<file path="src/rie_pkg.sv">
`timescale 1ns / 1ps
`default_nettype none

package rie_pkg;

  // Field widths
  localparam int unsigned XLEN       = 32;
  localparam int unsigned REG_IDX_W  = 5;
  localparam int unsigned NUM_REGS   = 32;
  localparam int unsigned QUEUE_DEPTH = 2;

  // Stream payload widths (padded to whole bytes)
  localparam int unsigned IN_TDATA_W  = 64;
  localparam int unsigned OUT_TDATA_W = 80;

  // Instruction fields
  localparam logic [5:0] OPC_SPECIAL = 6'b000000;

  localparam logic [5:0] FN_SLL   = 6'd0;
  localparam logic [5:0] FN_SRL   = 6'd2;
  localparam logic [5:0] FN_SRA   = 6'd3;
  localparam logic [5:0] FN_SLLV  = 6'd4;
  localparam logic [5:0] FN_SRLV  = 6'd6;
  localparam logic [5:0] FN_SRAV  = 6'd7;
  localparam logic [5:0] FN_JR    = 6'd8;
  localparam logic [5:0] FN_JALR  = 6'd9;
  localparam logic [5:0] FN_MFHI  = 6'd16;
  localparam logic [5:0] FN_MTHI  = 6'd17;
  localparam logic [5:0] FN_MFLO  = 6'd18;
  localparam logic [5:0] FN_MTLO  = 6'd19;
  localparam logic [5:0] FN_ADD   = 6'd32;
  localparam logic [5:0] FN_ADDU  = 6'd33;
  localparam logic [5:0] FN_SUB   = 6'd34;
  localparam logic [5:0] FN_SUBU  = 6'd35;
  localparam logic [5:0] FN_AND   = 6'd36;
  localparam logic [5:0] FN_OR    = 6'd37;
  localparam logic [5:0] FN_XOR   = 6'd38;
  localparam logic [5:0] FN_SLT   = 6'd42;
  localparam logic [5:0] FN_SLTU  = 6'd43;

  // Result status codes
  localparam logic [1:0] ST_OK   = 2'd0;
  localparam logic [1:0] ST_OVF  = 2'd1;
  localparam logic [1:0] ST_NONE = 2'd2;

  localparam logic [XLEN-1:0] LINK_OFFSET = 32'd8;

  // Decoded operation
  typedef enum logic [4:0] {
    OP_NONE,
    OP_ADD,
    OP_ADDU,
    OP_SUB,
    OP_SUBU,
    OP_AND,
    OP_OR,
    OP_XOR,
    OP_SLL,
    OP_SRL,
    OP_SRA,
    OP_SLLV,
    OP_SRLV,
    OP_SRAV,
    OP_SLT,
    OP_SLTU,
    OP_MFHI,
    OP_MFLO,
    OP_MTHI,
    OP_MTLO,
    OP_JR,
    OP_JALR
  } op_e;

  // Decoded item carried from front to back
  typedef struct packed {
    op_e                  op;
    logic [REG_IDX_W-1:0] rs;
    logic [REG_IDX_W-1:0] rt;
    logic [REG_IDX_W-1:0] rd;
    logic [REG_IDX_W-1:0] sa;
    logic [XLEN-1:0]      pc;
  } uop_t;

  // Result item
  typedef struct packed {
    logic [XLEN-1:0]      jump_target;
    logic                 jump_taken;
    logic [XLEN-1:0]      wb_value;
    logic [REG_IDX_W-1:0] wb_index;
    logic                 wb_valid;
    logic [1:0]           status;
  } result_t;

endpackage

`default_nettype wire

</file>
<file path="src/rie_front.sv">
`timescale 1ns / 1ps
`default_nettype none

module rie_front (
  input  wire logic                             s_tvalid_i,
  output logic                                  s_tready_o,
  input  wire logic [rie_pkg::IN_TDATA_W-1:0]   s_tdata_i,
  output logic                                  push_o,
  input  wire logic                             push_ready_i,
  output rie_pkg::uop_t                         uop_o
);

  logic [rie_pkg::XLEN-1:0] instr;
  logic [5:0]               opcode;
  logic [5:0]               funct;

  assign instr  = s_tdata_i[rie_pkg::XLEN-1:0];
  assign opcode = instr[31:26];
  assign funct  = instr[5:0];

  // Handshake goes straight to the queue
  assign s_tready_o = push_ready_i;
  assign push_o     = s_tvalid_i;

  // Field extraction and function decode
  always_comb begin
    uop_o.rs = instr[25:21];
    uop_o.rt = instr[20:16];
    uop_o.rd = instr[15:11];
    uop_o.sa = instr[10:6];
    uop_o.pc = s_tdata_i[2*rie_pkg::XLEN-1:rie_pkg::XLEN];
    uop_o.op = rie_pkg::OP_NONE;
    if (opcode == rie_pkg::OPC_SPECIAL) begin
      unique case (funct)
        rie_pkg::FN_ADD:  uop_o.op = rie_pkg::OP_ADD;
        rie_pkg::FN_ADDU: uop_o.op = rie_pkg::OP_ADDU;
        rie_pkg::FN_SUB:  uop_o.op = rie_pkg::OP_SUB;
        rie_pkg::FN_SUBU: uop_o.op = rie_pkg::OP_SUBU;
        rie_pkg::FN_AND:  uop_o.op = rie_pkg::OP_AND;
        rie_pkg::FN_OR:   uop_o.op = rie_pkg::OP_OR;
        rie_pkg::FN_XOR:  uop_o.op = rie_pkg::OP_XOR;
        rie_pkg::FN_SLL:  uop_o.op = rie_pkg::OP_SLL;
        rie_pkg::FN_SRL:  uop_o.op = rie_pkg::OP_SRL;
        rie_pkg::FN_SRA:  uop_o.op = rie_pkg::OP_SRA;
        rie_pkg::FN_SLLV: uop_o.op = rie_pkg::OP_SLLV;
        rie_pkg::FN_SRLV: uop_o.op = rie_pkg::OP_SRLV;
        rie_pkg::FN_SRAV: uop_o.op = rie_pkg::OP_SRAV;
        rie_pkg::FN_SLT:  uop_o.op = rie_pkg::OP_SLT;
        rie_pkg::FN_SLTU: uop_o.op = rie_pkg::OP_SLTU;
        rie_pkg::FN_MFHI: uop_o.op = rie_pkg::OP_MFHI;
        rie_pkg::FN_MFLO: uop_o.op = rie_pkg::OP_MFLO;
        rie_pkg::FN_MTHI: uop_o.op = rie_pkg::OP_MTHI;
        rie_pkg::FN_MTLO: uop_o.op = rie_pkg::OP_MTLO;
        rie_pkg::FN_JR:   uop_o.op = rie_pkg::OP_JR;
        rie_pkg::FN_JALR: uop_o.op = rie_pkg::OP_JALR;
        default:          uop_o.op = rie_pkg::OP_NONE;
      endcase
    end
  end

endmodule

`default_nettype wire

</file>
<file path="src/rie_queue.sv">
`timescale 1ns / 1ps
`default_nettype none

module rie_queue #(
  parameter int unsigned DEPTH = rie_pkg::QUEUE_DEPTH
) (
  input  wire logic          clk_i,
  input  wire logic          rst_ni,
  input  wire logic          push_i,
  output logic               push_ready_o,
  input  wire rie_pkg::uop_t push_uop_i,
  output logic               pop_valid_o,
  input  wire logic          pop_i,
  output rie_pkg::uop_t      pop_uop_o,
  output logic [$clog2(DEPTH+1)-1:0] count_o
);

  localparam int unsigned PTR_W = (DEPTH > 1) ? $clog2(DEPTH) : 1;
  localparam int unsigned CNT_W = $clog2(DEPTH+1);
  localparam logic [PTR_W-1:0] LAST_PTR = PTR_W'(DEPTH - 1);
  localparam logic [CNT_W-1:0] FULL_CNT = CNT_W'(DEPTH);

  rie_pkg::uop_t    slot_q [DEPTH];
  logic [PTR_W-1:0] wr_ptr_q, wr_ptr_d;
  logic [PTR_W-1:0] rd_ptr_q, rd_ptr_d;
  logic [CNT_W-1:0] count_q, count_d;
  logic             do_push, do_pop;

  assign push_ready_o = (count_q != FULL_CNT);
  assign pop_valid_o  = (count_q != '0);
  assign pop_uop_o    = slot_q[rd_ptr_q];
  assign count_o      = count_q;

  assign do_push = push_i && push_ready_o;
  assign do_pop  = pop_i && pop_valid_o;

  // Pointer and fill count update
  always_comb begin
    wr_ptr_d = wr_ptr_q;
    rd_ptr_d = rd_ptr_q;
    count_d  = count_q;
    if (do_push) begin
      wr_ptr_d = (wr_ptr_q == LAST_PTR) ? '0 : wr_ptr_q + 1'b1;
    end
    if (do_pop) begin
      rd_ptr_d = (rd_ptr_q == LAST_PTR) ? '0 : rd_ptr_q + 1'b1;
    end
    if (do_push && !do_pop) begin
      count_d = count_q + 1'b1;
    end else if (!do_push && do_pop) begin
      count_d = count_q - 1'b1;
    end
  end

  always_ff @(posedge clk_i or negedge rst_ni) begin
    if (!rst_ni) begin
      wr_ptr_q <= '0;
      rd_ptr_q <= '0;
      count_q  <= '0;
    end else begin
      wr_ptr_q <= wr_ptr_d;
      rd_ptr_q <= rd_ptr_d;
      count_q  <= count_d;
    end
  end

  // Payload storage
  always_ff @(posedge clk_i) begin
    if (do_push) begin
      slot_q[wr_ptr_q] <= push_uop_i;
    end
  end

endmodule

`default_nettype wire

</file>
<file path="src/rie_back.sv">
`timescale 1ns / 1ps
`default_nettype none

module rie_back (
  input  wire logic          clk_i,
  input  wire logic          rst_ni,
  input  wire logic          q_valid_i,
  output logic               q_pop_o,
  input  wire rie_pkg::uop_t q_uop_i,
  output logic               out_valid_o,
  input  wire logic          out_ready_i,
  output rie_pkg::result_t   out_o
);

  localparam int unsigned XLEN  = rie_pkg::XLEN;
  localparam int unsigned IDX_W = rie_pkg::REG_IDX_W;

  // Register file memory with per-entry valid bits (unwritten reads zero)
  logic [XLEN-1:0]     gpr_mem [rie_pkg::NUM_REGS];
  logic [rie_pkg::NUM_REGS-1:0] gpr_vld_q;

  // Read stage
  logic                r_v_q;
  rie_pkg::uop_t       r_uop_q;
  logic [XLEN-1:0]     ra_q, rb_q;
  logic                va_q, vb_q;
  logic                byp_en_q;
  logic [IDX_W-1:0]    byp_idx_q;
  logic [XLEN-1:0]     byp_val_q;

  // hi / lo
  logic [XLEN-1:0]     hi_q, lo_q;

  // Output register
  logic                out_v_q;
  rie_pkg::result_t    out_q;

  logic                adv, take;
  logic [XLEN-1:0]     a, b, sum, diff, val, shl, shr, sar;
  logic [IDX_W-1:0]    shamt;
  logic                wr, wr_en, jmp;
  logic [1:0]          status;
  rie_pkg::result_t    res;

  assign adv     = r_v_q && (!out_v_q || out_ready_i);
  assign take    = q_valid_i && (!r_v_q || adv);
  assign q_pop_o = take;

  // Operands: bypass the write that retired on the read edge
  always_comb begin
    if (byp_en_q && byp_idx_q == r_uop_q.rs) begin
      a = byp_val_q;
    end else begin
      a = va_q ? ra_q : '0;
    end
    if (byp_en_q && byp_idx_q == r_uop_q.rt) begin
      b = byp_val_q;
    end else begin
      b = vb_q ? rb_q : '0;
    end
  end

  assign sum  = a + b;
  assign diff = a - b;

  // Shifter: immediate or rs-based amount
  always_comb begin
    if (r_uop_q.op == rie_pkg::OP_SLLV || r_uop_q.op == rie_pkg::OP_SRLV ||
        r_uop_q.op == rie_pkg::OP_SRAV) begin
      shamt = a[IDX_W-1:0];
    end else begin
      shamt = r_uop_q.sa;
    end
  end

  assign shl = b << shamt;
  assign shr = b >> shamt;
  assign sar = XLEN'($signed(b) >>> shamt);

  // Execute
  always_comb begin
    status = rie_pkg::ST_OK;
    val    = '0;
    wr     = 1'b0;
    jmp    = 1'b0;
    unique case (r_uop_q.op)
      rie_pkg::OP_ADD: begin
        if ((~(a[XLEN-1] ^ b[XLEN-1])) & (a[XLEN-1] ^ sum[XLEN-1])) begin
          status = rie_pkg::ST_OVF;
        end else begin
          val = sum;
          wr  = 1'b1;
        end
      end
      rie_pkg::OP_SUB: begin
        if ((a[XLEN-1] ^ b[XLEN-1]) & (a[XLEN-1] ^ diff[XLEN-1])) begin
          status = rie_pkg::ST_OVF;
        end else begin
          val = diff;
          wr  = 1'b1;
        end
      end
      rie_pkg::OP_ADDU: begin val = sum;   wr = 1'b1; end
      rie_pkg::OP_SUBU: begin val = diff;  wr = 1'b1; end
      rie_pkg::OP_AND:  begin val = a & b; wr = 1'b1; end
      rie_pkg::OP_OR:   begin val = a | b; wr = 1'b1; end
      rie_pkg::OP_XOR:  begin val = a ^ b; wr = 1'b1; end
      rie_pkg::OP_SLL,
      rie_pkg::OP_SLLV: begin val = shl; wr = 1'b1; end
      rie_pkg::OP_SRL,
      rie_pkg::OP_SRLV: begin val = shr; wr = 1'b1; end
      rie_pkg::OP_SRA,
      rie_pkg::OP_SRAV: begin val = sar; wr = 1'b1; end
      rie_pkg::OP_SLT: begin
        val = XLEN'($signed(a) < $signed(b));
        wr  = 1'b1;
      end
      rie_pkg::OP_SLTU: begin
        val = XLEN'(a < b);
        wr  = 1'b1;
      end
      rie_pkg::OP_MFHI: begin val = hi_q; wr = 1'b1; end
      rie_pkg::OP_MFLO: begin val = lo_q; wr = 1'b1; end
      rie_pkg::OP_MTHI,
      rie_pkg::OP_MTLO: ;
      rie_pkg::OP_JR:   jmp = 1'b1;
      rie_pkg::OP_JALR: begin
        jmp = 1'b1;
        val = r_uop_q.pc + rie_pkg::LINK_OFFSET;
        wr  = 1'b1;
      end
      default: status = rie_pkg::ST_NONE;
    endcase
  end

  // Writes to register zero are dropped
  assign wr_en = wr && (r_uop_q.rd != '0);

  always_comb begin
    res.status      = status;
    res.wb_valid    = wr_en;
    res.wb_index    = wr_en ? r_uop_q.rd : '0;
    res.wb_value    = wr_en ? val : '0;
    res.jump_taken  = jmp;
    res.jump_target = jmp ? a : '0;
  end

  assign out_valid_o = out_v_q;
  assign out_o       = out_q;

  // Register file write and registered reads
  always_ff @(posedge clk_i) begin
    if (adv && wr_en) begin
      gpr_mem[r_uop_q.rd] <= val;
    end
    if (take) begin
      ra_q <= gpr_mem[q_uop_i.rs];
      rb_q <= gpr_mem[q_uop_i.rt];
    end
  end

  // Control state
  always_ff @(posedge clk_i or negedge rst_ni) begin
    if (!rst_ni) begin
      gpr_vld_q <= '0;
      r_v_q     <= 1'b0;
      va_q      <= 1'b0;
      vb_q      <= 1'b0;
      byp_en_q  <= 1'b0;
      out_v_q   <= 1'b0;
      hi_q      <= '0;
      lo_q      <= '0;
    end else begin
      if (adv && wr_en) begin
        gpr_vld_q[r_uop_q.rd] <= 1'b1;
      end
      if (adv && r_uop_q.op == rie_pkg::OP_MTHI) begin
        hi_q <= a;
      end
      if (adv && r_uop_q.op == rie_pkg::OP_MTLO) begin
        lo_q <= a;
      end
      if (take) begin
        r_v_q    <= 1'b1;
        va_q     <= gpr_vld_q[q_uop_i.rs];
        vb_q     <= gpr_vld_q[q_uop_i.rt];
        byp_en_q <= adv && wr_en;
      end else if (adv) begin
        r_v_q <= 1'b0;
      end
      if (adv) begin
        out_v_q <= 1'b1;
      end else if (out_ready_i) begin
        out_v_q <= 1'b0;
      end
    end
  end

  // Payload registers
  always_ff @(posedge clk_i) begin
    if (take) begin
      r_uop_q   <= q_uop_i;
      byp_idx_q <= r_uop_q.rd;
      byp_val_q <= val;
    end
    if (adv) begin
      out_q <= res;
    end
  end

endmodule

`default_nettype wire

</file>
<file path="src/rtype_integer_execute_unit_core.sv">
// R-type integer execute unit.
// Input stream (s_axis): one instruction per item, tdata = {pc, instr}.
// Output stream (m_axis): one result per instruction, in order: status,
// write-back register/value and register-jump target.
// The front decodes the function code and pushes a micro-op into a small
// queue (QUEUE_DEPTH entries); the back reads the 32 x 32 register file
// (registered read), executes, commits the register, hi and lo writes and
// loads the output register.
// An accepted instruction passes the queue slot, the read stage registers
// and the output register. Throughput: one instruction per cycle while the
// output is ready; the register file read port and a one-entry bypass of the
// write retiring on the read edge let dependent instructions follow back to back.
// Reset: queue and pipeline empty, all registers plus hi and lo read zero.
// When m_axis_tready_i is low the result holds, the back stops, the queue
// fills and s_axis_tready_o drops once it is full.
`timescale 1ns / 1ps
`default_nettype none

module rtype_integer_execute_unit_core #(
  parameter int unsigned QUEUE_DEPTH = rie_pkg::QUEUE_DEPTH
) (
  input  wire logic                             clk_i,
  input  wire logic                             rst_ni,
  input  wire logic                             s_axis_tvalid_i,
  output logic                                  s_axis_tready_o,
  // [31:0] instr, [63:32] pc
  input  wire logic [rie_pkg::IN_TDATA_W-1:0]   s_axis_tdata_i,
  output logic                                  m_axis_tvalid_o,
  input  wire logic                             m_axis_tready_i,
  // [1:0] status, [2] wb_valid, [7:3] wb_index, [39:8] wb_value,
  // [40] jump_taken, [72:41] jump_target, [79:73] zero
  output logic [rie_pkg::OUT_TDATA_W-1:0]       m_axis_tdata_o
);

  localparam int unsigned RES_W = $bits(rie_pkg::result_t);

  logic                  push, push_ready, q_valid, q_pop;
  rie_pkg::uop_t         push_uop, q_uop;
  rie_pkg::result_t      result;
  logic [$clog2(QUEUE_DEPTH+1)-1:0] q_count;

  // Decode front
  rie_front u_front (
    .s_tvalid_i   (s_axis_tvalid_i),
    .s_tready_o   (s_axis_tready_o),
    .s_tdata_i    (s_axis_tdata_i),
    .push_o       (push),
    .push_ready_i (push_ready),
    .uop_o        (push_uop)
  );

  // Decoupling queue
  rie_queue #(
    .DEPTH (QUEUE_DEPTH)
  ) u_queue (
    .clk_i        (clk_i),
    .rst_ni       (rst_ni),
    .push_i       (push),
    .push_ready_o (push_ready),
    .push_uop_i   (push_uop),
    .pop_valid_o  (q_valid),
    .pop_i        (q_pop),
    .pop_uop_o    (q_uop),
    .count_o      (q_count)
  );

  // Execute back
  rie_back u_back (
    .clk_i       (clk_i),
    .rst_ni      (rst_ni),
    .q_valid_i   (q_valid),
    .q_pop_o     (q_pop),
    .q_uop_i     (q_uop),
    .out_valid_o (m_axis_tvalid_o),
    .out_ready_i (m_axis_tready_i),
    .out_o       (result)
  );

  assign m_axis_tdata_o = {{(rie_pkg::OUT_TDATA_W-RES_W){1'b0}}, result};

`ifndef SYNTHESIS
  // Queue fill never passes its depth
  a_queue_bound: assert property (@(posedge clk_i) disable iff (!rst_ni)
    q_count <= ($clog2(QUEUE_DEPTH+1))'(QUEUE_DEPTH))
    else $error("queue overfilled");

  // A reported write never targets register zero
  a_wb_nonzero: assert property (@(posedge clk_i) disable iff (!rst_ni)
    m_axis_tvalid_o && result.wb_valid |-> result.wb_index != '0)
    else $error("write-back to register zero");

  // Trap or unimplemented results carry no write and no jump
  a_fault_quiet: assert property (@(posedge clk_i) disable iff (!rst_ni)
    m_axis_tvalid_o && result.status != rie_pkg::ST_OK |->
      !result.wb_valid && !result.jump_taken)
    else $error("faulting item has side effects");

  // The queue only pops what it holds
  a_pop_valid: assert property (@(posedge clk_i) disable iff (!rst_ni)
    q_pop |-> q_valid)
    else $error("pop from empty queue");
`endif

endmodule

`default_nettype wire

</file>
<file path="config.mk">
export PLATFORM = sky130hd
export DESIGN_NAME = rtype_integer_execute_unit_core
export DESIGN_NICKNAME = d
export VERILOG_FILES = /design/src/rie_pkg.sv /design/src/rie_front.sv /design/src/rie_queue.sv /design/src/rie_back.sv /design/src/rtype_integer_execute_unit_core.sv
export SDC_FILE = /design/constraint.sdc
export NUM_CORES = 2
export LEC_CHECK = 0
export BUFFER_PORTS_ARGS = -buffer_cell sky130_fd_sc_hd__buf_2
export CAP_MARGIN = 20
export CORE_MARGIN = 1.5
export CORE_UTILIZATION = 55
export DETAILED_ROUTE_END_ITERATION = 16
export GPL_TIMING_DRIVEN = 0
export PLACE_DENSITY = 0.74
export RECOVER_POWER = 100
export SLEW_MARGIN = 10
export SYNTH_ARGS = -nofsm -noshare
export SYNTH_HDL_FRONTEND = slang
export SYNTH_HIERARCHICAL = 1
export SYNTH_SLANG_ARGS = --single-unit
</file>
<file path="constraint.sdc">
create_clock -name clk_i -period 8.45 [get_ports clk_i]
set_input_delay 0.845 -clock clk_i [delete_from_list [all_inputs] [get_ports clk_i]]
set_output_delay 0.845 -clock clk_i [all_outputs]
set_load 0.01 [all_outputs]
</file>
==> impl_metrics.ini <==
[status]
status = finished with violations
violations = capacitance limit, slew limit, setup timing

[sta]
worst_clock_skew_ns = 0.0762
whs_ns = 0.252
relSlewSlack = -1.66
hold_violations = 0
fin_tns_setup_ns = -2.45
setup_viol = 63
final.min_clock_period_ns = 8.56
rsz0062_at_grt = true
worst_slew_pin_slew_ns = 3.99
setup_ws_ns = -0.110
timing.fmax_ghz = 0.117
maxSlewViolCount = 429
min_period_over_period = 1.01

[global_route]
use_met3 = 0.134
grt_busiest_layer = met2
grtUsageTotal = 0.479
grt_overflow = 0
grt_pass1_vias = 54900
grt_max_degree = 110
use_met2 = 0.747
use_met1 = 0.547
grt_pass1_wl_um = 447000
antenna_found_initial = 18

[pwr]
powerDensity_nw_per_um2 = 450
netSwitchingFraction = 0.447
intPower_mw = 21.4
clockPowerShare = 0.178
pwr-share-seq = 0.307
netSwitchingPower_mw = 17.3
power_leakage_nw = 29.5
max-vdd-ir-drop_uv = 349
combPwrFrac = 0.515

[die]
die_h_um = 372
die_area_um2 = 138000
start_util = 0.554
die_w_um = 372
core_um2 = 135000
fp-row-count = 135
ioPinCount = 150

[cts]
path_clk_slew_ns = 0.06
cts_tree = built
max-clock-path-buffers = 3
cts-htree-levels = 4
cts.sinks = 1474
cts_buffers = 150
insertion_delay_ns = 0.82
cts_root_buf = clkbuf_16

[critical_path]
path_class = register to register
cp_max_fo = 10
cp.arrival_ns = 9.06
max_stage_delay_ns = 0.72
start_kind = register
critPathBufInv = 10
slowest_stage = nor4_2
cp_data_required_time_ns = 8.95
worstSetupEndpointType = register
crit_family = buffers and inverters

[synth]
yosys-top-cells-area = edfxtp_1 55%, mux4_2 20%, dfrtp_1 3.5%, ha_1 1.8%, mux2_2 1.7%
synthArstFlopShare = 0.0712
yosysTopAreaCell = edfxtp_1
yosys_warnings = 6
yosysSeqAreaShare = 0.584
synth_edf_count = 1369
yosys.area.top_type_share = 0.549
synth-seq-cells = 1474
synth_area_um2 = 74900
synth_cells = 4723
synthFlopType = edfxtp_1
synth.avg_cell_area_um2 = 15.9
yosysUniqueCellTypes = 98

[finish]
multi_input_area_um2 = 29600
layout-drive-gt1-share = 0.282
syn2layout_area_growth_pct = 14.8
nFillCells = 9169
layout.nets = 5492
regArea_um2 = 43700

[detailed_routing]
drtAntennaViolNets = 0
viasPerCell = 7.67
num_vias = 55400
wl_per_cell_um = 45.9
wl_um = 332000
route.detailed.drc = 0
dr.pass1.iters = 6
drt_iter0_markers = 9395

[job]
maxCapViolCount = 9

[place]
place.gp.congestion = 1.05
dpl.hpwl_um = 234000
io_buffers = 89

[worst_hold_path]
hp-class = primary input to register
-- path summary, 6_finish.rpt --
path	depth (start not counted)	startpoint	end	slack, ns
setup / recovery	25	u_back/byp_idx_q[4]	u_back/gpr_mem[20][8]	-0.11
hold / removal	1	s_axis_tdata_i[24]	u_queue/slot_q[0][50]	0.25
setup reg to reg	25	u_back/byp_idx_q[4]	u_back/gpr_mem[20][8]	-0.11
hold reg to reg	0	u_back/r_uop_q[39]	u_back/byp_idx_q[2]	0.44
max in group asynchronous	3	rst_ni	u_back/hi_q[8]	1.89
min in group asynchronous	2	rst_ni	u_back/out_valid_o	1.58
-- power groups by stage --
stage          logic, mW  clock network [mW]  registers [mW]
2_1_floorplan       10.0                   0            11.8
3_3_place_gp        17.1                   0            12.2
3_5_place_dp        18.2                   0            11.9
4_1_cts             18.8                6.89            11.8
5_1_grt             19.9                7.14            12.0
6_report            19.9                6.90            11.9
-- final cells by class --
| type | instances | share of cell area |
|---|---|---|
| flip-flops and latches | 1474 | 0.509 |
| multi-input cells | 2778 | 0.345 |
| clock buffers | 194 | 0.0469 |
| repair buffers | 400 | 0.0370 |
| well taps | 1781 | 0.0259 |
| plain buffers | 400 | 0.0202 |
| clock inverters | 82 | 0.0114 |
| inverters | 108 | 0.00474 |
| diodes | 14 | 0.000407 |
-- state kept, by name (all words and copies together) (netlist names) --
signal              count
u_back/out_o           73
u_back/gpr_vld_q       32
u_back/r_v_q            1
u_back/ra_q            32
u_back/byp_val_q       32
u_back/out_valid_o      1
u_back/byp_idx_q        5
u_queue/wr_ptr_q        1
u_back/lo_q            32
u_queue/rd_ptr_q        1
u_back/rb_q            32
u_back/va_q             1
u_back/hi_q            32
u_queue/slot_q        114
u_back/r_uop_q         57
u_back/gpr_mem       1024
u_back/byp_en_q         1
u_back/vb_q             1
u_queue/count_o         2
-- cell families after synthesis --
family                   share of synthesized area
AO/OA/AOI/OAI                               0.0730
other                                     0.000100
multiplexers                                 0.233
XOR/XNOR                                   0.00655
AND/OR/NAND/NOR                             0.0550
buffers and inverters                       0.0299
flip-flops                                   0.584
adder cells (fa/ha/maj)                     0.0189
-- placed cells by master, fill, tap and decap left out, types with 33 or more instances in the layout --
cell / instances
nor2_1: 211
mux2_1: 33
mux2i_1: 83
ha_1: 110
dfrtp_1: 105
xnor2_1: 34
o21ai_0: 183
mux2_2: 102
a211oi_1: 38
o22ai_1: 48
nand2_1: 269
buf_4: 187
a21oi_1: 180
nand3_1: 55
inv_1: 104
nor3_1: 51
conb_1: 39
edfxtp_1: 1369
buf_8: 36
buf_1: 58
o211ai_1: 34
clkbuf_1: 363
mux4_2: 664
and3_1: 43
buf_6: 57
a21o_1: 33
buf_2: 84
clkbuf_16: 152
-- worst reg2reg max path: cells and delay by family, from the launching register on --
kind            cells  cell delay [ns]
xor+xnor            2             0.47
fa+ha+maj           1             0.32
simple gates        5             1.72
compound gates      7             2.63
flops               1             0.41
buf+inv            10             2.72
-- routing by layer --
metal	wire length, µm	vias up
met5	109	-
met4	36800	10
met3	41700	1749
met2	151000	5588
met1	102000	27700
li1	-	20400
-- synthesized netlist by cell type, types with 21 or more instances --
library cell,number
edfxtp_1,1369
mux4_2,664
nand2_1,270
clkbuf_1,226
nor2_1,214
a21oi_1,194
o21ai_0,188
mux2_2,116
ha_1,110
inv_1,106
dfrtp_1,105
mux2i_1,83
nand3_1,69
buf_1,66
buf_4,66
nor3_1,60
o22ai_1,49
and3_1,43
a211oi_1,38
buf_2,38
nor4_1,38
o211ai_1,34
xnor2_1,34
a21o_1,33
a31oi_1,31
a221oi_1,30
and2_1,29
nand2b_1,22
xor2_1,22
mux2_4,21
-- stage by stage --
step / setup slack [ns] / utilization / power (mW) / std cells / area, µm²
after global placement: -8.04 / 0.574 / 29.3 / 6630 / 77700
after global routing: -0.0858 / 0.635 / 39.0 / 7219 / 85900
after CTS: 0.00712 / 0.634 / 37.5 / 7179 / 85800
after detailed placement: -1.55 / 0.596 / 30.1 / 6898 / 80600
after floorplan: 0.300 / - / 21.8 / 4760 / 75100
final: -0.110 / 0.635 / 38.7 / 7231 / 86000
-- repair_timing --
item | in CTS | in global routing
pin swaps | 1 | 7
buffers inserted | 4 | 3
gates resized for setup | 35 | 25
hold buffers | 1 | 0
hold endpoints to repair | 5 | 0
gates cloned | 0 | 1
setup endpoints to repair | 1665 | 853
Power figures use the tool's default switching activity.
